--- src/f2ss_pkg.sv ---
`default_nettype none
// ----------------------------------------------------------------------------
// f2ss_pkg: shared definitions for the fixed-point to seven-segment block
// Widths, decimal limits, glyph encoding and the double-dabble digit fix-up
// used by the converter and the top level.
// ----------------------------------------------------------------------------
package f2ss_pkg;

  // Field widths.
  localparam int MAG_W  = 38;
  localparam int UNIT_W = 4;
  localparam int SEG_W  = 7;

  // The binary to BCD converter sees the magnitude without its top bit; any
  // magnitude that needs that bit is out of range anyway.
  localparam int BIN_W   = MAG_W - 1;
  localparam int NUM_DEC = 12;
  localparam int BCD_W   = 4 * NUM_DEC;

  // Conversion steps handled in one pipeline stage.
  localparam int STEPS_PER_STAGE = 8;
  localparam int CONV_STAGES     = (BIN_W + STEPS_PER_STAGE - 1) / STEPS_PER_STAGE;

  // Display has eight digits; rounding drops the three fractional digits.
  localparam int NUM_DISP   = 8;
  localparam int FRAC_DIGITS = 3;

  // Decimal limits on the magnitude in thousandths.
  localparam logic [MAG_W-1:0] POS_RANGE_LIMIT = MAG_W'(64'd99999999000);
  localparam logic [MAG_W-1:0] NEG_RANGE_LIMIT = MAG_W'(64'd100000000);
  localparam logic [MAG_W-1:0] POS_POINT_LIMIT = MAG_W'(64'd100000000);
  localparam logic [MAG_W-1:0] NEG_POINT_LIMIT = MAG_W'(64'd10000000);
  localparam logic [MAG_W-1:0] PAD_LIMIT       = MAG_W'(64'd1000);

  // Glyph codes beyond the decimal digits.
  localparam logic [3:0] GLYPH_DASH  = 4'd10;
  localparam logic [3:0] GLYPH_BLANK = 4'd11;

  // Sideband that travels beside the converter.
  typedef struct packed {
    logic              neg;
    logic              in_range;
    logic              dot;
    logic              pad;
    logic [UNIT_W-1:0] unit;
  } side_t;

  // Add three to every BCD digit that is five or more, ahead of a shift.
  function automatic logic [BCD_W-1:0] bcd_adjust(input logic [BCD_W-1:0] bcd);
    logic [BCD_W-1:0] res;
    res = bcd;
    for (int i = 0; i < NUM_DEC; i++) begin
      if (bcd[4*i +: 4] >= 4'd5) begin
        res[4*i +: 4] = bcd[4*i +: 4] + 4'd3;
      end
    end
    return res;
  endfunction

  // Segment pattern of a glyph: bits 6-3 DEFA, bits 2-0 CGB.
  function automatic logic [SEG_W-1:0] glyph_seg(input logic [3:0] glyph);
    logic [SEG_W-1:0] seg;
    unique case (glyph)
      4'd0:       seg = 7'h7D;
      4'd1:       seg = 7'h05;
      4'd2:       seg = 7'h6B;
      4'd3:       seg = 7'h4F;
      4'd4:       seg = 7'h17;
      4'd5:       seg = 7'h5E;
      4'd6:       seg = 7'h7E;
      4'd7:       seg = 7'h0D;
      4'd8:       seg = 7'h7F;
      4'd9:       seg = 7'h5F;
      GLYPH_DASH: seg = 7'h02;
      default:    seg = 7'h00;
    endcase
    return seg;
  endfunction

endpackage
`default_nettype wire

--- src/fixed_point_to_seven_segment.sv ---
`default_nettype none
// ----------------------------------------------------------------------------
// fixed_point_to_seven_segment: signed thousandths to eight-digit display
// Converts a signed value in thousandths into eight seven-segment codes,
// the decimal point, a copy of the unit code and an out-of-range flag.
// ----------------------------------------------------------------------------
// The block takes one value on every clock cycle: busy stays low, so a value
// is taken at every edge where start is high. Each result appears on the
// outputs as a one-cycle beat marked by done_o; results keep the order of the
// values and the receiver cannot hold them off. The pipeline has one stage for
// the sign and magnitude, five stages for the 37-bit binary to decimal
// conversion (eight bit steps each, five in the last), one for rounding to
// whole units and one for blanking, sign placement and segment encoding.
// ----------------------------------------------------------------------------
module fixed_point_to_seven_segment (
  input  wire logic                              clk_i,
  input  wire logic                              rst_ni,
  input  wire logic                              start,
  output logic                                   busy,
  input  wire logic signed [f2ss_pkg::MAG_W-1:0] value_milli_i,
  input  wire logic [f2ss_pkg::UNIT_W-1:0]       unit_code_i,
  output logic                                   done_o,
  output logic [f2ss_pkg::SEG_W-1:0]             seg_digit_0_o,
  output logic [f2ss_pkg::SEG_W-1:0]             seg_digit_1_o,
  output logic [f2ss_pkg::SEG_W-1:0]             seg_digit_2_o,
  output logic [f2ss_pkg::SEG_W-1:0]             seg_digit_3_o,
  output logic [f2ss_pkg::SEG_W-1:0]             seg_digit_4_o,
  output logic [f2ss_pkg::SEG_W-1:0]             seg_digit_5_o,
  output logic [f2ss_pkg::SEG_W-1:0]             seg_digit_6_o,
  output logic [f2ss_pkg::SEG_W-1:0]             seg_digit_7_o,
  output logic                                   point_on_o,
  output logic [f2ss_pkg::UNIT_W-1:0]            unit_out_o,
  output logic                                   out_of_range_o
);
  import f2ss_pkg::*;

  localparam int ShownW = 4 * NUM_DISP;

  // The pipeline never stalls.
  assign busy = 1'b0;

  // --------------------------------------------------------------------------
  // Stage 1: sign and magnitude.
  // --------------------------------------------------------------------------
  logic              vld1_q;
  logic              neg1_q;
  logic [MAG_W-1:0]  mag1_q;
  logic [UNIT_W-1:0] unit1_q;
  logic [MAG_W-1:0]  raw_u;
  logic [MAG_W-1:0]  mag1_d;

  assign raw_u  = MAG_W'(value_milli_i);
  assign mag1_d = raw_u[MAG_W-1] ? MAG_W'(~raw_u + 1'b1) : raw_u;

  always_ff @(posedge clk_i or negedge rst_ni) begin
    if (!rst_ni) begin
      vld1_q <= 1'b0;
    end else begin
      vld1_q <= start & ~busy;
    end
  end

  always_ff @(posedge clk_i) begin
    neg1_q  <= raw_u[MAG_W-1];
    mag1_q  <= mag1_d;
    unit1_q <= unit_code_i;
  end

  // --------------------------------------------------------------------------
  // Range and format decisions, carried beside the converter.
  // --------------------------------------------------------------------------
  side_t side_d;
  side_t side_q [CONV_STAGES];

  always_comb begin
    side_d.neg      = neg1_q;
    side_d.in_range = neg1_q ? (mag1_q < NEG_RANGE_LIMIT) : (mag1_q < POS_RANGE_LIMIT);
    side_d.dot      = neg1_q ? (mag1_q < NEG_POINT_LIMIT) : (mag1_q < POS_POINT_LIMIT);
    side_d.pad      = mag1_q < PAD_LIMIT;
    side_d.unit     = unit1_q;
  end

  always_ff @(posedge clk_i) begin
    side_q[0] <= side_d;
    for (int s = 1; s < CONV_STAGES; s++) begin
      side_q[s] <= side_q[s-1];
    end
  end

  // --------------------------------------------------------------------------
  // Binary to BCD conversion.
  // --------------------------------------------------------------------------
  logic             vldc;
  logic [BCD_W-1:0] bcdc;

  f2ss_bin2bcd u_bin2bcd (
    .clk_i   (clk_i),
    .rst_ni  (rst_ni),
    .valid_i (vld1_q),
    .bin_i   (mag1_q[BIN_W-1:0]),
    .valid_o (vldc),
    .bcd_o   (bcdc)
  );

  // --------------------------------------------------------------------------
  // Rounding stage: keep all digits with three decimals, or round half up to
  // whole units by a decimal increment of the integer digits.
  // --------------------------------------------------------------------------
  logic              vldr_q;
  side_t             sider_q;
  logic [ShownW-1:0] shownr_q;
  logic [ShownW-1:0] rounded;
  logic [ShownW-1:0] shownr_d;

  always_comb begin
    logic       carry;
    logic [3:0] dig;
    carry   = bcdc[4*(FRAC_DIGITS-1) +: 4] >= 4'd5;
    rounded = '0;
    dig     = '0;
    for (int i = 0; i < NUM_DISP; i++) begin
      dig = bcdc[4*(i+FRAC_DIGITS) +: 4];
      if (carry && dig == 4'd9) begin
        rounded[4*i +: 4] = 4'd0;
      end else begin
        rounded[4*i +: 4] = dig + {3'd0, carry};
        carry             = 1'b0;
      end
    end
    shownr_d = side_q[CONV_STAGES-1].dot ? bcdc[ShownW-1:0] : rounded;
  end

  always_ff @(posedge clk_i or negedge rst_ni) begin
    if (!rst_ni) begin
      vldr_q <= 1'b0;
    end else begin
      vldr_q <= vldc;
    end
  end

  always_ff @(posedge clk_i) begin
    sider_q  <= side_q[CONV_STAGES-1];
    shownr_q <= shownr_d;
  end

  // --------------------------------------------------------------------------
  // Format stage: blank leading zeros, pad below one, place the minus and
  // encode the segments. Digit 0 of the value is the rightmost position and drives seg_digit_7_o.
  // --------------------------------------------------------------------------
  logic [NUM_DISP-1:0] show;
  logic [SEG_W-1:0]    seg_d [NUM_DISP];

  always_comb begin
    logic             sig;
    logic [3:0]       glyph;
    logic [3:0]       dig;
    logic             minus;
    sig   = 1'b0;
    glyph = GLYPH_BLANK;
    dig   = '0;
    minus = 1'b0;
    show  = '0;
    for (int i = NUM_DISP - 1; i >= 0; i--) begin
      sig     = sig | (shownr_q[4*i +: 4] != 4'd0);
      show[i] = sig || (i == 0) || (sider_q.pad && i < 4);
    end
    for (int i = 0; i < NUM_DISP; i++) begin
      dig   = shownr_q[4*i +: 4];
      minus = (i > 0) && sider_q.neg && !show[i] && show[(i > 0) ? i - 1 : 0];
      if (!sider_q.in_range) begin
        glyph = GLYPH_DASH;
      end else if (show[i]) begin
        glyph = dig;
      end else if (minus) begin
        glyph = GLYPH_DASH;
      end else begin
        glyph = GLYPH_BLANK;
      end
      seg_d[NUM_DISP-1-i] = glyph_seg(glyph);
    end
  end

  // Output registers.
  logic              done_q;
  logic [SEG_W-1:0]  seg_q [NUM_DISP];
  logic              point_q;
  logic [UNIT_W-1:0] unit_q;
  logic              oor_q;

  always_ff @(posedge clk_i or negedge rst_ni) begin
    if (!rst_ni) begin
      done_q <= 1'b0;
    end else begin
      done_q <= vldr_q;
    end
  end

  always_ff @(posedge clk_i) begin
    for (int k = 0; k < NUM_DISP; k++) begin
      seg_q[k] <= seg_d[k];
    end
    point_q <= sider_q.in_range & sider_q.dot;
    unit_q  <= sider_q.unit;
    oor_q   <= ~sider_q.in_range;
  end

  assign done_o         = done_q;
  assign seg_digit_0_o  = seg_q[0];
  assign seg_digit_1_o  = seg_q[1];
  assign seg_digit_2_o  = seg_q[2];
  assign seg_digit_3_o  = seg_q[3];
  assign seg_digit_4_o  = seg_q[4];
  assign seg_digit_5_o  = seg_q[5];
  assign seg_digit_6_o  = seg_q[6];
  assign seg_digit_7_o  = seg_q[7];
  assign point_on_o     = point_q;
  assign unit_out_o     = unit_q;
  assign out_of_range_o = oor_q;

endmodule
`default_nettype wire

--- src/f2ss_bin2bcd.sv ---
`default_nettype none
// ----------------------------------------------------------------------------
// f2ss_bin2bcd: pipelined binary to BCD converter
// Shift-and-add-three conversion of the magnitude, up to STEPS_PER_STAGE bit
// steps per register stage, with a valid bit travelling alongside.
// ----------------------------------------------------------------------------
module f2ss_bin2bcd (
  input  wire logic                       clk_i,
  input  wire logic                       rst_ni,
  input  wire logic                       valid_i,
  input  wire logic [f2ss_pkg::BIN_W-1:0] bin_i,
  output logic                            valid_o,
  output logic [f2ss_pkg::BCD_W-1:0]      bcd_o
);
  import f2ss_pkg::*;

  logic [CONV_STAGES-1:0] vld_q;
  logic [BCD_W-1:0]       bcd_q [CONV_STAGES];
  logic [BIN_W-1:0]       bin_q [CONV_STAGES-1];

  for (genvar s = 0; s < CONV_STAGES; s++) begin : g_stage
    localparam int First  = s * STEPS_PER_STAGE;
    localparam int NSteps = (BIN_W - First < STEPS_PER_STAGE) ?
                            (BIN_W - First) : STEPS_PER_STAGE;

    logic [BCD_W-1:0] bcd_in, bcd_d;
    logic [BIN_W-1:0] bin_in, bin_d;
    logic             vld_in;

    // Stage input: fresh operand at the head, previous stage otherwise.
    if (s == 0) begin : g_head
      assign bcd_in = '0;
      assign bin_in = bin_i;
      assign vld_in = valid_i;
    end else begin : g_body
      assign bcd_in = bcd_q[s-1];
      assign bin_in = bin_q[s-1];
      assign vld_in = vld_q[s-1];
    end

    // This stage's share of the bit steps: fix up the digits, then shift.
    always_comb begin
      logic [BCD_W-1:0] adj;
      bcd_d = bcd_in;
      bin_d = bin_in;
      adj   = '0;
      for (int k = 0; k < NSteps; k++) begin
        adj   = bcd_adjust(bcd_d);
        bcd_d = {adj[BCD_W-2:0], bin_d[BIN_W-1]};
        bin_d = {bin_d[BIN_W-2:0], 1'b0};
      end
    end

    // Valid bit of the stage.
    always_ff @(posedge clk_i or negedge rst_ni) begin
      if (!rst_ni) begin
        vld_q[s] <= 1'b0;
      end else begin
        vld_q[s] <= vld_in;
      end
    end

    // Partial result of the stage.
    always_ff @(posedge clk_i) begin
      bcd_q[s] <= bcd_d;
    end

    // Remaining binary bits, needed by all but the last stage.
    if (s < CONV_STAGES - 1) begin : g_bin
      always_ff @(posedge clk_i) begin
        bin_q[s] <= bin_d;
      end
    end
  end

  assign valid_o = vld_q[CONV_STAGES-1];
  assign bcd_o   = bcd_q[CONV_STAGES-1];

endmodule
`default_nettype wire
--- config.mk ---
export PLATFORM = sky130hd
export DESIGN_NAME = fixed_point_to_seven_segment
export DESIGN_NICKNAME = d
export VERILOG_FILES = /design/src/f2ss_pkg.sv /design/src/fixed_point_to_seven_segment.sv /design/src/f2ss_bin2bcd.sv
export SDC_FILE = /design/constraint.sdc
export NUM_CORES = 1
export LEC_CHECK = 0
export ABC_AREA = 1
export BUFFER_PORTS_ARGS = -buffer_cell sky130_fd_sc_hd__buf_2
export CORE_ASPECT_RATIO = 0.5
export CORE_MARGIN = 2
export CORE_UTILIZATION = 53
export DETAILED_ROUTE_END_ITERATION = 16
export PLACE_DENSITY_LB_ADDON = 0.08
export SLEW_MARGIN = 40
export SYNTH_ARGS = -nofsm -noshare
export SYNTH_HDL_FRONTEND = slang
export SYNTH_HIERARCHICAL = 1
export SYNTH_SLANG_ARGS = --single-unit
export TNS_END_PERCENT = 30
--- constraint.sdc ---
create_clock -name clk_i -period 5.5 [get_ports clk_i]
set_input_delay 1.375 -clock clk_i [delete_from_list [all_inputs] [get_ports clk_i]]
set_output_delay 1.375 -clock clk_i [all_outputs]
set_load 0.05 [all_outputs]
==> results.md <==
* 1st-pass router iterations at 5
* Die W at 367 um
* Ys Warns at 6
* HP Class: reg2reg
* NumNets Final at 5785
* Minimum clock period at 5.22 ns
* Most frequent cells in the layout: nand2_1, inv_1, dfxtp_1
* Largest net degree at the start of global routing at 44
* Crit. End Element: register
* Clk_lat worst skew at 0.57 ns
* Via density at 4.92
* Initial drt markers at 1299
* Die Height at 186 um
* Mapped cell area at 35000 um2
* GPL Wtd Cong at 0.891
* CP Data Required Time at 5.96 ns
* ANT nets after route at 0
* Post-route DRC at 0
* Fin crit share at 94.8%
* Starting density of the core at 53.7%
* CTS Root Cell: clkbuf_16
* I/O Pins at 109
* FP Rows at 66
* Pre-CTS setup slack at -0.198 ns
* Fillcell total at 6041
* Total Wirelength at 70500 um
* CTS tree: yes
* Grt ovf at 0
* Area grow syn2layout at 12.5%
* Pins over their slew limit at 0
* Total GRT Usage at 19.7%
* Hold violation count in the final report at 0
* Cell mode on critical path: nand2_1
* Core Region at 65200 um2
* Worst path slowest cell: dfxtp_2
* Final setup viols at 0
* Final setup TNS at 0 ns
* RSZ-0062 raised after global routing: true
* Placed insts at 6207
* Fin Clk Skew at 0.0122 ns
* Commonest non-fill, non-tap cell in the layout: nand2_1
* First-pass GRT wire length at 118000 um
* DR WL/cell at 11.1 um
* Tightest Pin Transition at 0.682 ns
* Worst setup SP type: register
* Status: finished clean
* Critical path arrival at 5.68 ns
* Vias in the first global route at 28100
* CTS sink cnt at 409
* Max-cap check violation count at 0
* Final Non-Filler Cells at 6342
* Cells after Synth at 5273
* # port buffers at 107
* Layout cells sized above 1 at 19.2%
* Clock-pin transition on the worst setup and hold timing paths at 0.06 ns
* Post-DP HPWL at 56700 um
* Crit-path max FO at 5
* H-tree lvl count at 2
* Crit path kind: reg2reg
* Die area at 68200 um2
* CTS buffer count at 42
* CTS Hold Buffers Added at 0
* Initial antenna violation count at 2
* Synth Net Count at 5635
* Clk buf depth at 3
* Max-slew headroom at 54.5%
* Mean Syn Cell Area at 6.63 um2
* Vias at 31200
* Final worst slack at 0.284 ns
* Crit-path max cell delay at 0.33 ns
* Fmax at 192 MHz
[path summary, 6_finish.rpt]
kind / slack, ns / cells after the start / start / end
hold reg to reg: 0.32 / 0 / side_q[0][3] / side_q[0][11]
hold / removal: 0.32 / 0 / side_q[0][3] / side_q[0][11]
setup / recovery: 0.28 / 43 / u_bin2bcd/bcd_q[0][91] / u_bin2bcd/bcd_q[0][145]
max in group asynchronous: 4.69 / 1 / rst_ni / u_bin2bcd/g_stage[1].vld_in
min in group asynchronous: 0.64 / 1 / rst_ni / u_bin2bcd/g_stage[2].vld_in
setup reg to reg: 0.28 / 43 / u_bin2bcd/bcd_q[0][91] / u_bin2bcd/bcd_q[0][145]
[worst max-delay path, delay by kind of cell, from the launching register on]
family | cells | cell delay [ns]
flops | 1 | 0.33
buf+inv | 5 | 0.33
fa+ha+maj | 7 | 1.28
compound gates | 1 | 0.09
simple gates | 30 | 3.07
[cell type report]
class,count,area (um2),area share (%)
multi-input combinational,3835,23900,60.6
sequential,409,8260,21.0
inverter,967,3630,9.23
clock buffer,53,1170,2.98
tap,884,1110,2.81
timing repair buffer,168,993,2.52
clock inverter,24,318,0.808
antenna,2,5.00,0.0127
[flip-flops by register name (all words and copies together), names as in the netlist, 4 cells and up]
signal,count
side_q,40
unit1_q,4
unit_out_o,4
shownr_q,32
u_bin2bcd/bcd_q,148
u_bin2bcd/bin_q,68
u_bin2bcd/g_stage.vld_in,4
seg_q,56
mag1_q,38
sider_q,8
[through the flow]
step | instance area [um2] | utilization (%) | hold WS (ns)
after floorplan | 35000 | - | 0.310
after CTS | 37800 | 58.0 | 0.327
after global routing | 39300 | 60.4 | 0.329
final | 39300 | 60.4 | 0.322
after detailed placement | 36200 | 55.6 | 0.312
after global placement | 36200 | 55.6 | 0.310
[layer usage]
metal / track usage [%] / wire, um / up-vias
met5: 0 / 0 / -
met4: 5.03 / 1500 / 0
met3: 2.51 / 2240 / 88
met2: 37.2 / 34600 / 301
met1: 23.7 / 32100 / 13800
li1: - / - / 17000
[repair_timing]
item / 4_1_cts / 5_1_grt
buffers inserted: 0 / 56
setup endpoints to repair: 20 / 99
gates resized for setup: 15 / 301
pin swaps: 3 / 122
Power is not shown: default switching activity piles up to over one toggle a cycle in this logic, so the estimate is an artifact.
